### config.mk
export PLATFORM = sky130hd
export DESIGN_NAME = bfem_ctrl
export DESIGN_NICKNAME = d
export VERILOG_FILES = /design/src/sv/bfem_pkg.sv /design/src/sv/bfem_ctrl.sv
export VERILOG_INCLUDE_DIRS = /design/src /design/src/sv
export SDC_FILE = /design/constraint.sdc
export NUM_CORES = 1
export LEC_CHECK = 0
export BUFFER_PORTS_ARGS = -buffer_cell sky130_fd_sc_hd__buf_2
export CORE_MARGIN = 2
export CORE_UTILIZATION = 48
export DETAILED_ROUTE_END_ITERATION = 10
export GPL_TIMING_DRIVEN = 1
export PLACE_DENSITY = 0.7
export RECOVER_POWER = 25
export SYNTH_ARGS = -nofsm -noshare
export SYNTH_HDL_FRONTEND = slang
export SYNTH_SLANG_ARGS = --single-unit
### constraint.sdc
create_clock -name clock -period 3.1 [get_ports clock]
set_clock_uncertainty 0.15 [all_clocks]
set_input_delay 0.155 -clock clock [delete_from_list [all_inputs] [get_ports clock]]
set_output_delay 0.155 -clock clock [all_outputs]
set_load 0.03 [all_outputs]
### src/sv/byte_fifo_with_end_marker_assert.svh
//------------------------------------------------------------------------------
// Assertion macros for the byte FIFO with end marker
// Clocked property wrappers used by the controller, the one file that carries assertions.
//------------------------------------------------------------------------------
`ifndef BYTE_FIFO_WITH_END_MARKER_ASSERT_SVH
`define BYTE_FIFO_WITH_END_MARKER_ASSERT_SVH

// A condition that must hold at every clock edge outside reset.
`define BFEM_ASSERT_ALWAYS(name, clk, rst, cond, msg) \
   name: assert property (@(posedge clk) disable iff (rst) (cond)) else $error(msg);

// A condition that must hold in the cycle after the trigger.
`define BFEM_ASSERT_NEXT(name, clk, rst, trig, cons, msg) \
   name: assert property (@(posedge clk) disable iff (rst) (trig) |=> (cons)) else $error(msg);

`endif

### src/sv/bfem_pkg.sv
//------------------------------------------------------------------------------
// Byte FIFO with end marker: shared definitions
// Field widths, operation and status codes, controller states and the
// boundary string appended by finish and stop.
//------------------------------------------------------------------------------
package bfem_pkg;

   localparam int DEFAULT_DEPTH = 4096;
   localparam int OPCODE_W      = 3;
   localparam int BYTE_W        = 8;
   localparam int STATUS_W      = 2;
   localparam int FILL_W        = 13;

   // Boundary string "\r\n--this-is-a-boundary--\r\n".
   localparam int MARK_LEN   = 26;
   localparam int MARK_IDX_W = 5;
   localparam logic [BYTE_W-1:0] MARK_BYTES [MARK_LEN] = '{
      8'd13, 8'd10, 8'h2d, 8'h2d, 8'h74, 8'h68, 8'h69, 8'h73, 8'h2d,
      8'h69, 8'h73, 8'h2d, 8'h61, 8'h2d, 8'h62, 8'h6f, 8'h75, 8'h6e,
      8'h64, 8'h61, 8'h72, 8'h79, 8'h2d, 8'h2d, 8'd13, 8'd10
   };

   typedef enum logic [OPCODE_W-1:0] {
      OP_WRITE  = 3'd0,
      OP_READ   = 3'd1,
      OP_FINISH = 3'd2,
      OP_STOP   = 3'd3,
      OP_RESET  = 3'd4
   } opcode_type;

   typedef enum logic [STATUS_W-1:0] {
      ST_DONE    = 2'd0,
      ST_REFUSED = 2'd1,
      ST_EMPTY   = 2'd2
   } status_type;

   typedef enum logic [1:0] {
      S_IDLE,
      S_READ,
      S_MARK
   } state_type;

   // Memory strobes from the controller to the storage array.
   typedef struct packed {
      logic wr_en;
      logic rd_en;
   } mem_ctl_type;

endpackage

### src/sv/bfem_ctrl.sv
//------------------------------------------------------------------------------
// Byte FIFO controller
// Holds the indices, fill count and ended flag, sequences reads through the
// memory and appends the boundary string one byte per cycle.
//------------------------------------------------------------------------------
`include "byte_fifo_with_end_marker_assert.svh"

module bfem_ctrl #(
   parameter int DEPTH = bfem_pkg::DEFAULT_DEPTH
) (
   input  logic                                  clock,
   input  logic                                  reset,
   input  logic                                  start,
   input  logic [bfem_pkg::OPCODE_W-1:0]         req_opcode,
   input  logic [bfem_pkg::BYTE_W-1:0]           req_data_byte,
   output logic                                  busy,
   output logic                                  rsp_valid,
   output logic [bfem_pkg::BYTE_W-1:0]           rsp_read_byte,
   output logic [bfem_pkg::STATUS_W-1:0]         rsp_status,
   output logic [$clog2(DEPTH+1)-1:0]            fill_count,
   output logic                                  ended,
   output bfem_pkg::mem_ctl_type                 mem_ctl,
   output logic [$clog2(DEPTH)-1:0]              mem_addr,
   output logic [bfem_pkg::BYTE_W-1:0]           mem_wdata,
   input  logic [bfem_pkg::BYTE_W-1:0]           mem_rdata
);
   import bfem_pkg::*;

   localparam int AW = $clog2(DEPTH);
   localparam int CW = $clog2(DEPTH + 1);

   state_type             state_ff, state_in;
   logic [AW-1:0]         wr_idx_ff, wr_idx_in;
   logic [AW-1:0]         rd_idx_ff, rd_idx_in;
   logic [CW-1:0]         count_ff, count_in;
   logic                  ended_ff, ended_in;
   logic [MARK_IDX_W-1:0] mark_idx_ff, mark_idx_in;
   logic                  rsp_valid_ff, rsp_valid_in;
   logic [BYTE_W-1:0]     rsp_byte_ff, rsp_byte_in;
   status_type            rsp_status_ff, rsp_status_in;

   opcode_type    opcode;
   logic          accept;
   logic          full;
   logic          mark_push;
   logic          mark_last;
   logic [AW-1:0] wr_idx_next;
   logic [AW-1:0] rd_idx_next;

   assign opcode = opcode_type'(req_opcode);
   assign accept = start && (state_ff == S_IDLE);
   assign full   = (count_ff == CW'(DEPTH));

   // Circular index advance; the depth need not be a power of two.
   assign wr_idx_next = (wr_idx_ff == AW'(DEPTH - 1)) ? '0 : wr_idx_ff + 1'b1;
   assign rd_idx_next = (rd_idx_ff == AW'(DEPTH - 1)) ? '0 : rd_idx_ff + 1'b1;

   // The boundary stops at its last byte or when the storage fills up.
   assign mark_push = !full;
   assign mark_last = !mark_push || (mark_idx_ff == MARK_IDX_W'(MARK_LEN - 1)) ||
                      (count_ff == CW'(DEPTH - 1));

   // Next state.
   always_comb begin
      state_in = state_ff;
      unique case (state_ff)
         S_IDLE: begin
            if (accept) begin
               case (opcode) inside
                  OP_READ:            state_in = (count_ff != '0) ? S_READ : S_IDLE;
                  OP_FINISH, OP_STOP: state_in = S_MARK;
                  default:            state_in = S_IDLE;
               endcase
            end
         end
         S_READ: begin
            state_in = S_IDLE;
         end
         S_MARK: begin
            state_in = mark_last ? S_IDLE : S_MARK;
         end
         default: begin
            state_in = S_IDLE;
         end
      endcase
   end

   // Datapath updates, memory requests and the result word.
   always_comb begin
      wr_idx_in     = wr_idx_ff;
      rd_idx_in     = rd_idx_ff;
      count_in      = count_ff;
      ended_in      = ended_ff;
      mark_idx_in   = mark_idx_ff;
      rsp_valid_in  = 1'b0;
      rsp_byte_in   = '0;
      rsp_status_in = ST_DONE;
      mem_ctl       = '0;
      mem_addr      = wr_idx_ff;
      mem_wdata     = req_data_byte;
      unique case (state_ff)
         S_IDLE: begin
            if (accept) begin
               case (opcode)
                  OP_WRITE: begin
                     rsp_valid_in = 1'b1;
                     if (!full && !ended_ff) begin
                        mem_ctl.wr_en = 1'b1;
                        wr_idx_in     = wr_idx_next;
                        count_in      = count_ff + 1'b1;
                     end else begin
                        rsp_status_in = ST_REFUSED;
                     end
                  end
                  OP_READ: begin
                     if (count_ff != '0) begin
                        mem_ctl.rd_en = 1'b1;
                        mem_addr      = rd_idx_ff;
                        rd_idx_in     = rd_idx_next;
                        count_in      = count_ff - 1'b1;
                     end else begin
                        rsp_valid_in  = 1'b1;
                        rsp_status_in = ST_EMPTY;
                     end
                  end
                  OP_FINISH: begin
                     mark_idx_in = '0;
                  end
                  OP_STOP: begin
                     wr_idx_in   = '0;
                     rd_idx_in   = '0;
                     count_in    = '0;
                     mark_idx_in = '0;
                  end
                  OP_RESET: begin
                     wr_idx_in    = '0;
                     rd_idx_in    = '0;
                     count_in     = '0;
                     ended_in     = 1'b0;
                     rsp_valid_in = 1'b1;
                  end
                  default: begin
                     rsp_valid_in = 1'b1;
                  end
               endcase
            end
         end
         S_READ: begin
            rsp_valid_in = 1'b1;
            rsp_byte_in  = mem_rdata;
         end
         S_MARK: begin
            mem_wdata = MARK_BYTES[mark_idx_ff];
            if (mark_push) begin
               mem_ctl.wr_en = 1'b1;
               wr_idx_in     = wr_idx_next;
               count_in      = count_ff + 1'b1;
               mark_idx_in   = mark_idx_ff + 1'b1;
            end
            if (mark_last) begin
               ended_in     = 1'b1;
               rsp_valid_in = 1'b1;
            end
         end
         default: begin
            rsp_valid_in = 1'b0;
         end
      endcase
   end

   // Control registers.
   always_ff @(posedge clock) begin
      if (reset) begin
         state_ff     <= S_IDLE;
         wr_idx_ff    <= '0;
         rd_idx_ff    <= '0;
         count_ff     <= '0;
         ended_ff     <= 1'b0;
         mark_idx_ff  <= '0;
         rsp_valid_ff <= 1'b0;
      end else begin
         state_ff     <= state_in;
         wr_idx_ff    <= wr_idx_in;
         rd_idx_ff    <= rd_idx_in;
         count_ff     <= count_in;
         ended_ff     <= ended_in;
         mark_idx_ff  <= mark_idx_in;
         rsp_valid_ff <= rsp_valid_in;
      end
   end

   // Result payload registers.
   always_ff @(posedge clock) begin
      rsp_byte_ff   <= rsp_byte_in;
      rsp_status_ff <= rsp_status_in;
   end

   assign busy          = (state_ff != S_IDLE);
   assign rsp_valid     = rsp_valid_ff;
   assign rsp_read_byte = rsp_byte_ff;
   assign rsp_status    = rsp_status_ff;
   assign fill_count    = count_ff;
   assign ended         = ended_ff;

   // Checks on the controller.
   `BFEM_ASSERT_ALWAYS(a_count_bound, clock, reset, count_ff <= CW'(DEPTH), "fill count above depth")
   `BFEM_ASSERT_ALWAYS(a_mark_index, clock, reset, (state_ff != S_MARK) || (mark_idx_ff < MARK_IDX_W'(MARK_LEN)), "boundary index overrun")
   `BFEM_ASSERT_NEXT(a_read_done, clock, reset, state_ff == S_READ, rsp_valid_ff && (state_ff == S_IDLE), "read result missing")
   `BFEM_ASSERT_NEXT(a_write_refused, clock, reset, accept && (opcode == OP_WRITE) && ended_ff, rsp_valid_ff && (rsp_status_ff == ST_REFUSED), "write after end accepted")

endmodule

==> run summary <==
Outcome: completed
Slowest cell on crit path: or3b_4
Fin area: 4614 um2
Chip Height: 95.92 um
Via density: 6.124
Worst path required time: 2.79 ns
P_int: 0.001066 W
Rows: 33
Setup TNS: 0 ns
Pins Over Slew Limit: 0
Cell Chain, Critical Path: inv_1 > ha_1 > or3b_4 > nor4b_4 > or2_4 > mux2_2 > buf_2
Fin worst setup slack: 0.1280 ns
Top cells by area, synth: dfxtp_1 (28%), ha_1 (3.4%), mux2_2 (3.3%), nor2_1 (3.2%), a21oi_1 (3.2%)
Post-synth EDFFs: 0
Data arrival, critical path: 2.67 ns
Routed Antenna Nets: 0
# DRC: 0
Seq pwr share: 46.7%
H-tree depth: 2
Startpoint types: flop
Finish-stage setup viols: 0
GPL Wtd Cong: 0.9207
Register bit total from synthesis: 56
Vias in the first global route: 3616
IO Port Bufs: 69
Clock slew at reported path FFs: 0.10 ns
Worst-case clock buffer depth: 2
Yosys cell types: 68
Sw Ratio: 34.36%
Total grt overflow: 0
Pwr dens: 352.1 nW/um2
Core box area: 8217 um2
Via count: 4115
Largest net degree at the start of global routing: 49
Crit end category: output port
Share of layout cells above drive strength 1: 19.58%
Mapped Cells: 505
P_sw: 0.0005582 W
Post-synth top area share: 27.65%
Async SR Flop Fraction: 0%
Finished Layout Cells: 672
Initial DRT Pass Iterations: 5
Period utilization: 95.87%
Syn avg cell area: 8.030 um2
DRT Wirelength: 10820 um
Power share of the combinational group: 28.4%
DR WL/cell: 16.10 um
First-pass GRT wire length: 17840 um
Clock root buffer: clkbuf_8
Synth cell count leaders: dfxtp_1 (56), nor2_1 (35), nand2_1 (32), a21oi_1 (26), nor3_1 (24)
Final nets: 599
Synth area leader: dfxtp_1
Worst slew margin: 41.91%
Crit-path max cell delay: 0.48 ns
Crit path kind: reg -> out
Die width: 95.92 um
Predominant post-synthesis flop cell: dfxtp_1
Syn_nets: 538
Hold/Removal Path Class: in -> reg
Worst VDD drop: 0.1731 mV
Min Tclk post-route: 2.972 ns
Leak: 1.677 nW
Hold Fails Final Rpt: 0
Cells after DPL: 655
Filler cells: 792
Diodes inserted: 0
Initial antenna violation count: 0
Worst slew pin tran: 0.8714 ns
Most frequent cell after synthesis: dfxtp_1
HPWL after DPL: 7651 um
Pre-CTS setup slack: 0.2412 ns
CTS Buf Count: 5
Ys Warns: 0
Clock latency on the worst-skew pair: 0.31 ns
Crit Path Max Fanout: 13
Placed Area: 4459 um2
Starting Density: 49.35%
Die area: 9200 um2
Clock power share: 25.0%
Max Cap Viol: 0
Unrepaired setup endpoints after global routing: false
TritonCTS clock tree: built
Sequential area share after synthesis: 27.65%
Synth-to-layout area growth: 13.79%
I/O pin count: 70
Drt initial violations: 213
Post-Syn Area: 4055 um2
Clock sinks: 56
GRT Total Usage: 24.11%
FMAX: 336.5 MHz
-- placed cells by master, fill, tap and decap left out, types with 7 or more instances in the layout --
cell,n
nor2b_1,9
xnor2_1,9
o21ai_0,20
buf_4,16
dlygate4sd3_1,9
ha_1,11
dfxtp_1,56
and3_1,8
nand2b_1,13
nand4_1,10
nand3_1,17
buf_2,46
a31oi_1,7
a22oi_1,10
mux2_2,12
and2_1,9
o22ai_1,8
inv_1,19
a21oi_1,26
or3_1,8
a211oi_1,15
nand2_1,32
o31ai_1,7
o32ai_1,7
nor3_1,24
clkbuf_1,24
o32ai_2,7
nor2_1,35
nor4_1,9
-- power groups by stage --
stage / registers, W / clock network, W / logic, W
2_1_floorplan: 0.000788 / 0 / 0.000325
3_3_place_gp: 0.000774 / 0 / 0.000437
3_5_place_dp: 0.000774 / 0 / 0.000443
4_1_cts: 0.000758 / 0.000421 / 0.000455
5_1_grt: 0.000762 / 0.000455 / 0.000500
6_report: 0.000759 / 0.000405 / 0.000461
-- per-stage QoR --
stage               hold WS (ns)  power, W  utilization [%]
floorplan                 0.1267  0.001113                -
global placement          0.2115  0.001211            54.27
detailed placement        0.2222  0.001217            54.27
CTS                       0.1034  0.001633            56.48
global route              0.1553  0.001717            56.16
finish                    0.1204  0.001625            56.16
-- metal layers --
metal	up-vias	global-route usage, %	part of all wire, %
met5	-	0	0
met4	0	5.833	1.5
met3	18	3.132	5.3
met2	135	38.00	47
met1	1952	34.82	47
li1	2010	-	-
-- cells by family (layout without fill, tap and decap cells) --
kind of cell             count (synthesis)  after routing  synth area share (%)
multiplexers                            16             16                 4.628
adder cells (fa/ha/maj)                 11             11                 3.394
XOR/XNOR                                11             11                 2.376
AND/OR/NAND/NOR                        209            209                 29.22
flip-flops                              56             56                 27.65
AO/OA/AOI/OAI                          142            142                 25.73
buffers and inverters                   60            122                 7.004
-- critical path, delay by kind of cell, from the launching register on --
kind	cells	cell delay (ns)
DFF	1	0.39
and+or+nand+nor	3	1.07
adders and majority gates	1	0.23
muxes	1	0.36
buffers and inverters	2	0.30
-- path summary, 6_finish.rpt --
kind / slack [ns] / start / to / cells past startpoint
worst min register to register: 0.36 / wr_idx_ff[10]$_SDFFE_PP0P_ / wr_idx_ff[10]$_SDFFE_PP0P_ / 2
worst min-delay path: 0.12 / req_opcode[0] / rsp_status[0]$_SDFF_PN0_ / 3
worst max register to register: 0.27 / fill_count[1]$_SDFFE_PP0P_ / fill_count[3]$_SDFFE_PP0P_ / 8
worst max-delay path: 0.13 / fill_count[1]$_SDFFE_PP0P_ / mem_addr[3] / 7
-- cell type report --
type,instances,area (um2),share of cell area (%)
Multi-Input combinational cell,389,2655,57.54
Clock buffer,6,72.57,1.573
Timing Repair Buffer,95,546.8,11.85
Clock inverter,2,16.27,0.3525
Tap cell,105,131.4,2.847
Inverter,19,71.32,1.546
Sequential cell,56,1121,24.30
-- sequential cells by signal, indices dropped and copies added, names as in the netlist --
| register | flops |
|---|---|
| fill_count | 13 |
| ended | 1 |
| mark_idx_ff | 5 |
| rsp_read_byte | 8 |
| rsp_status | 2 |
| rsp_valid | 1 |
| wr_idx_ff | 12 |
| rd_idx_ff | 12 |
| state_ff | 2 |
-- repair_timing --
action                                 CTS  global route
endpoints found under the hold margin    9             0
resized for setup                        1             1
buffers inserted                         0             0
hold buffers                             9             0
setup endpoints to repair               12            12
(Power assumes the default switching activity.)
